## src/hw/rtl/conv3x3_decimate_by_two_assert.svh

```systemverilog
// Assertion macros used by the conv3x3_decimate_by_two module.
`ifndef CONV3X3_DECIMATE_BY_TWO_ASSERT_SVH
`define CONV3X3_DECIMATE_BY_TWO_ASSERT_SVH
// Check that a condition implies another at the same edge.
`define C3D_ASSERT_IMPL(lbl, clk_s, rst_n, a, b) \
	lbl: assert property (@(posedge clk_s) disable iff (!rst_n) (a) |-> (b)) \
		else $error("c3d implication failed");
// Check that a condition implies another at the next edge.
`define C3D_ASSERT_NEXT(lbl, clk_s, rst_n, a, b) \
	lbl: assert property (@(posedge clk_s) disable iff (!rst_n) (a) |=> (b)) \
		else $error("c3d next-cycle check failed");
`endif

```

## src/hw/rtl/c3d_pkg.sv

```systemverilog
package c3d_pkg;
	localparam int unsigned PIX_W = 8;
	localparam int unsigned COEF_BITS = 8;
	localparam int unsigned CFG_IDX_W = 3;
	localparam int unsigned CFG_DATA_W = 24;
	localparam logic [CFG_IDX_W-1:0] REG_COEF_TOP = 3'd0;
	localparam logic [CFG_IDX_W-1:0] REG_COEF_MID = 3'd1;
	localparam logic [CFG_IDX_W-1:0] REG_COEF_BOT = 3'd2;
	localparam logic [CFG_IDX_W-1:0] REG_DIVISOR = 3'd3;
	localparam logic [CFG_IDX_W-1:0] REG_OUT_MODE = 3'd4;
	localparam logic [CFG_IDX_W-1:0] REG_WIDTH = 3'd5;
	localparam logic [CFG_IDX_W-1:0] REG_HEIGHT = 3'd6;
	localparam logic [1:0] MODE_WRAP = 2'd0;
	localparam logic [1:0] MODE_ABS = 2'd1;
	localparam logic [1:0] MODE_CLAMP = 2'd2;
	// undefined mode, behaves as clamp
	localparam logic [1:0] MODE_SPARE = 2'd3;
	localparam int unsigned SUM_W = 24;
	localparam int unsigned DIV_STEPS = SUM_W;

	// Controller to datapath commands
	typedef struct packed {
		logic load;     // take pixel, update line stores and window
		logic win_vld;  // window complete: latch sum inputs
		logic mac_step; // accumulate one tap
		logic mac_clr;
		logic div_start;
		logic div_step;
		logic finish;   // form output pixel into output register
	} c3d_cmd_t;

	typedef struct packed {
		logic div_need;
	} c3d_sts_t;
endpackage

```

## src/hw/rtl/c3d_ctrl.sv

```systemverilog
module c3d_ctrl (
	input  logic              clk,
	input  logic              arst_n,
	input  logic              in_fire,
	input  logic              hit,
	input  logic              out_busy,
	input  c3d_pkg::c3d_sts_t sts,
	output c3d_pkg::c3d_cmd_t cmd,
	output logic              idle,
	output logic              done,
	output logic [3:0]        tap
);
	localparam logic [2:0] ST_IDLE = 3'd0;
	localparam logic [2:0] ST_READ = 3'd1;
	localparam logic [2:0] ST_MAC  = 3'd2;
	localparam logic [2:0] ST_DIVS = 3'd3;
	localparam logic [2:0] ST_DIV  = 3'd4;
	localparam logic [2:0] ST_FIN  = 3'd5;
	localparam logic [2:0] ST_OUT  = 3'd6;

	logic [2:0] state_q;
	logic hit_q;
	logic [4:0] cnt_q;

	assign tap = cnt_q[3:0];
	assign idle = state_q == ST_IDLE;

	// Issue commands per state
	always_comb begin
		cmd = '0;
		done = 1'b0;
		unique case (state_q)
			ST_READ: begin cmd.load = 1'b1; cmd.win_vld = hit_q; cmd.mac_clr = 1'b1; end
			ST_MAC: cmd.mac_step = 1'b1;
			ST_DIVS: cmd.div_start = 1'b1;
			ST_DIV: cmd.div_step = sts.div_need;
			ST_FIN: cmd.finish = 1'b1;
			ST_OUT: done = !out_busy;
			default: ;
		endcase
	end

	// Sequence one item
	always_ff @(posedge clk or negedge arst_n) begin
		if (!arst_n) begin
			state_q <= ST_IDLE; hit_q <= 1'b0; cnt_q <= '0;
		end else begin
			unique case (state_q)
				ST_IDLE: if (in_fire) begin state_q <= ST_READ; hit_q <= hit; end
				ST_READ: begin cnt_q <= '0; state_q <= hit_q ? ST_MAC : ST_IDLE; end
				ST_MAC: begin
					cnt_q <= cnt_q + 5'd1;
					if (cnt_q == 5'd8) state_q <= ST_DIVS;
				end
				ST_DIVS: begin cnt_q <= '0; state_q <= ST_DIV; end
				ST_DIV: begin
					cnt_q <= cnt_q + 5'd1;
					if (!sts.div_need || cnt_q == 5'(c3d_pkg::DIV_STEPS - 1)) state_q <= ST_FIN;
				end
				ST_FIN: state_q <= ST_OUT;
				ST_OUT: if (!out_busy) state_q <= ST_IDLE;
				default: state_q <= ST_IDLE;
			endcase
		end
	end
endmodule

```

## config.mk

```make
export PLATFORM = sky130hd
export DESIGN_NAME = c3d_ctrl
export DESIGN_NICKNAME = d
export VERILOG_FILES = /design/src/hw/rtl/conv3x3_decimate_by_two_assert.svh /design/src/hw/rtl/c3d_pkg.sv /design/src/hw/rtl/c3d_ctrl.sv
export SDC_FILE = /design/constraint.sdc
export NUM_CORES = 1
export LEC_CHECK = 0
export BUFFER_PORTS_ARGS = -buffer_cell sky130_fd_sc_hd__clkbuf_2
export CORE_MARGIN = 2
export CORE_UTILIZATION = 35
export CTS_CLUSTER_DIAMETER = 80
export DETAILED_ROUTE_END_ITERATION = 10
export PLACE_DENSITY = 0.54
export SLEW_MARGIN = 20
export SYNTH_ARGS = -nofsm -noshare
export SYNTH_HDL_FRONTEND = slang
export SYNTH_SLANG_ARGS = --single-unit
```

## constraint.sdc

```tcl
create_clock -name clk -period 1.8 [get_ports clk]
set_clock_uncertainty 0.15 [all_clocks]
set_input_delay 0.45 -clock clk [delete_from_list [all_inputs] [get_ports clk]]
set_output_delay 0.45 -clock clk [all_outputs]
set_load 0.005 [all_outputs]
```

Word-level counts from Yosys, hierarchy flattened
Index checks and enable logic that the tools add are counted.

word-level totals
  output and inout port bits = 13
  word-level logic and storage cells = 39
  input bits = 6
  flip-flop bits (word level) = 9

cells by class
  equal/unequal tests = 12
  muxes and demuxes = 14
  $add $sub $neg = 1
  reduce and logical (&&, ||, !) cells = 9

operators by type and width
  cell                   number
  $pmux W3 S7            1
  $mux W3                4
  $pmux W5 S2            1
  $eq A3 B3 Y1 const B   3
  $ne A2 B2 Y1 const B   4
  $eq A3 B2 Y1 const B   2
  $mux W1                6
  $add A5 B1 Y5 const B  1
  $eq A5 B4 Y1 const B   1
  $eq A5 B5 Y1 const B   1
  $mux W2                2
  $reduce_and A4 Y1      1
  $reduce_or A2 Y1       2
  $eq A3 B1 Y1 const B   1
  $logic_not A3 Y1       1
  $logic_not A1 Y1       2
  $reduce_and A2 Y1      1
  $reduce_bool A2 Y1     1
  $logic_or A1 B1 Y1     1

Depth between registers and ports, before layout
  word-level depth = 4
  mapped depth = 5
  depth with buffers taken out = 5

Least setup slack after synthesis
Ideal clock, no wire load.

  kind = reg-to-output
  start point = register state_q[1]
  end point = output cmd[6] (netlist name)
  setup slack = 0.141 ns
  stages on the path, launching flop included = 6
  path buffers = 3
  arrival time = 1.059 ns
  data required time = 1.200 ns
  path through = dfrtp_1 buf_6 buf_4 nor2_1 and2_1 buf_4

RTL lines
  element                 RTL line        text
  start, declared         c3d_ctrl.sv:21  logic [2:0] state_q;
  start signal, assigned  c3d_ctrl.sv:46  state_q <= ST_IDLE; hit_q <= 1'b0; cnt_q <= '0;
  start signal, assigned  c3d_ctrl.sv:49  ST_IDLE: if (in_fire) begin state_q <= ST_READ; hit_q <= hit; end
  start signal, assigned  c3d_ctrl.sv:50  ST_READ: begin cnt_q <= '0; state_q <= hit_q ? ST_MAC : ST_IDLE; end
  end, declared           c3d_ctrl.sv:8   output c3d_pkg::c3d_cmd_t cmd,

==> results.py <==
metrics = {
    "detailed_routing": {
        "met2WireLength_um": 917,
        "via_per_inst": 5.071,
        "wl_met1_um": 854,
        "vias": 710,
        "top_layer_used": "met4",
        "drt_iter0_markers": 10,
        "drtPass1Iterations": 4,
        "ant_nets": 0,
        "wl_um": 1866,
        "drc": 0,
        "wl_per_cell_um": 13.33,
        "dr_wl_met3_um": 80,
    },
    "finish": {
        "final_util_pct": 52.15,
        "layout_commonest_cell": "buf_4",
        "fin_area_mm2": 0.001033,
        "layout-drive-gt1-share_pct": 47.79,
        "antennaDiodeCount": 0,
        "syn2layout_area_growth_pct": 40.48,
        "mostFrequentLayoutCells": "buf_4 (16), clkbuf_2 (15), nand2_1 (6), dfrtp_1 (6), buf_6 (6)",
        "nNetsFinal": 122,
    },
    "sta": {
        "worst-slew-pin-transition_ps": 316.8,
        "final-hold-violation-count": 0,
        "finalCritPeriodShare_pct": 100.6,
        "relSlewSlack_pct": 78.34,
        "finalSetupTns_ps": -10.52,
        "max_freq_ghz": 0.5523,
        "fin_crit_ps": 1811,
        "worst_slack_ps": -10.52,
        "slew_violations": 0,
        "setup_viol": 1,
        "rsz0062_at_grt": "yes",
    },
    "power_and_ir_drop": {
        "power_density_mw_per_mm2": 1700,
        "irDropWorstVdd_mv": 0.7460,
        "report.power.total_w": 0.001757,
        "p_leak_nw": 0.4716,
    },
    "clock_tree": {
        "cts_tree": "done",
        "numClockSinks": 9,
        "cts_buffer_depth": 2,
        "cts-htree-levels": 1,
        "cts_buffers": 3,
        "root_buffer": "clkbuf_4",
        "clkLatencyLatePin_ps": 260,
        "clk_pin_slew_ps": 60,
    },
    "yosys": {
        "ys_ff_latch": 9,
        "syn_nets": 90,
        "yosysWarnings": 0,
        "netlist.area_leader.share_pct": 30.61,
        "yosys.area.top_type": "dfrtp_1",
        "synthTopCellsByArea": "dfrtp_1 (31%), buf_4 (6.1%), nor2b_1 (6.0%)",
        "syn_inst": 82,
        "syn_avg_cell_area_um2": 8.972,
        "ys_seq_area_share_pct": 30.61,
        "synth_cell_type_count": 38,
        "syn_area_um2": 735.7,
    },
    "hold_path": {
        "hold_class": "in -> reg",
    },
    "global_route": {
        "antenna_found_initial": 0,
        "first_global_vias": 668,
        "grt_pass1_wl_um": 3036,
        "grt_usage_pct": 16.23,
        "grt_max_degree": 11,
        "overflow": 0,
    },
    "placed_design": {
        "portBuffers": 18,
        "place_area_um2": 830.8,
        "dpl.hpwl_um": 1248,
        "gp_congestion": 0.7552,
    },
    "floorplan": {
        "fp.coreArea_mm2": 0.001982,
        "die_area_mm2": 0.002485,
        "dieWidth_um": 49.85,
        "pin_count": 19,
        "start_util_pct": 37.12,
        "rows": 16,
        "fp.dieH_um": 49.85,
    },
    "worst_setup_path": {
        "worstPathArrival_ps": 1210,
        "crit_type": "reg -> out",
        "critical_path_peak_fanout": 5,
        "worstPathRequired_ps": 1200,
        "critPathLaunchType": "flop",
        "cp-end-kind": "output pin",
    },
    "run": {
        "max-cap-violations": 0,
    },
    "status": {
        "status": "finished, violations left",
        "violations": "setup timing",
    },
}
[through the flow]
stage / hold slack [ps] / std cells / setup WS [ps]
3_3_place_gp: 181.0 / 123 / 181.2
2_1_floorplan: 4.409 / 82 / 141.2
5_1_grt: 247.6 / 140 / -68.57
4_1_cts: 237.7 / 136 / -18.58
3_5_place_dp: 179.7 / 123 / 157.3
6_report: 246.9 / 140 / -10.52
[cell usage after synthesis]
cell type and instances:
dfrtp_1 9, nand2_1 7, nor2b_1 7, buf_4 6, inv_1 3, nand2b_1 3
nor2_1 3, o21a_1 3, o21ai_1 3, and2_1 2, and3_1 2, buf_2 2
buf_6 2, ha_1 2, mux2i_1 2, nand3b_1 2, o211ai_1 2, o21ai_0 2
a2111oi_0 1, a2111oi_2 1, a211o_1 1, a21o_1 1, a21oi_1 1, a22oi_1 1
a2bb2oi_1 1, a31o_1 1, clkbuf_1 1, mux2_1 1, nand2b_4 1, nand3_1 1
nand4b_1 1, nand4bb_1 1, nor3_1 1, nor3_2 1, nor3b_1 1, nor3b_2 1
nor4b_1 1, o22ai_1 1
[cells by family (layout without fill, tap and decap cells)]
kind of cell             Yosys count  count (layout)  synth area share (%)
AND/OR/NAND/NOR                   35              35                 30.27
AO/OA/AOI/OAI                     19              19                 18.88
buffers and inverters             14              45                 12.58
flip-flops                         9               9                 30.61
multiplexers                       3               3                 4.252
adder cells (fa/ha/maj)            2               2                 3.401
[path summary, 6_finish.rpt]
path                                        start  cells after the start  slack (ps)                endpoint
max in group asynchronous                  arst_n                      2         850  state_q[1]$_DFFE_PN0P_
min reg2reg                     hit_q$_DFFE_PN0P_                      1         370       hit_q$_DFFE_PN0P_
max                        state_q[1]$_DFFE_PN0P_                      3         -10                  cmd[1]
max reg2reg                state_q[1]$_DFFE_PN0P_                      6         150    cnt_q[2]$_DFFE_PN0P_
min                                           hit                      2         250       hit_q$_DFFE_PN0P_
min in group asynchronous                  arst_n                      2         420    cnt_q[1]$_DFFE_PN0P_
[what timing repair did]
action,4_1_cts,5_1_grt
setup endpoints to repair,9,9
hold endpoints to repair,9,0
hold buffers,1,0
buffers inserted,8,4
resized for setup,11,10
pin swaps,2,3
[where the power goes]
group	switching, W	internal (W)	leakage (nW)
sequential	0.000165	0.000297	0.110
combinational	0.000475	0.000659	0.347
clock	0.0000757	0.0000857	0.0150
[area by class of cell]
| type | count | area, um2 |
|---|---|---|
| multi-input cells | 59 | 460.4 |
| inverters | 3 | 11.26 |
| flip-flops and latches | 9 | 229.0 |
| clock buffers | 4 | 26.28 |
| fillers | 192 | 948.4 |
| well taps | 27 | 33.78 |
| repair buffers | 38 | 272.8 |
[flip-flops by register name, summed over array words and instances (netlist names)]
name     cells
cnt_q        5
state_q      3
hit_q        1
[routing by layer]
layer | vias to the layer above | track usage [%]
met5 | - | 0
met3 | 2 | 4.545
met1 | 347 | 21.82
met4 | 0 | 5.556
li1 | 345 | -
met2 | 16 | 24.89
[critical path: stages, from the launching register on]
cell      delay [ps]
dfrtp_2          460
nand2b_4         170
nor3b_4          180
clkbuf_2         140
Power figures use the tool's default switching activity.
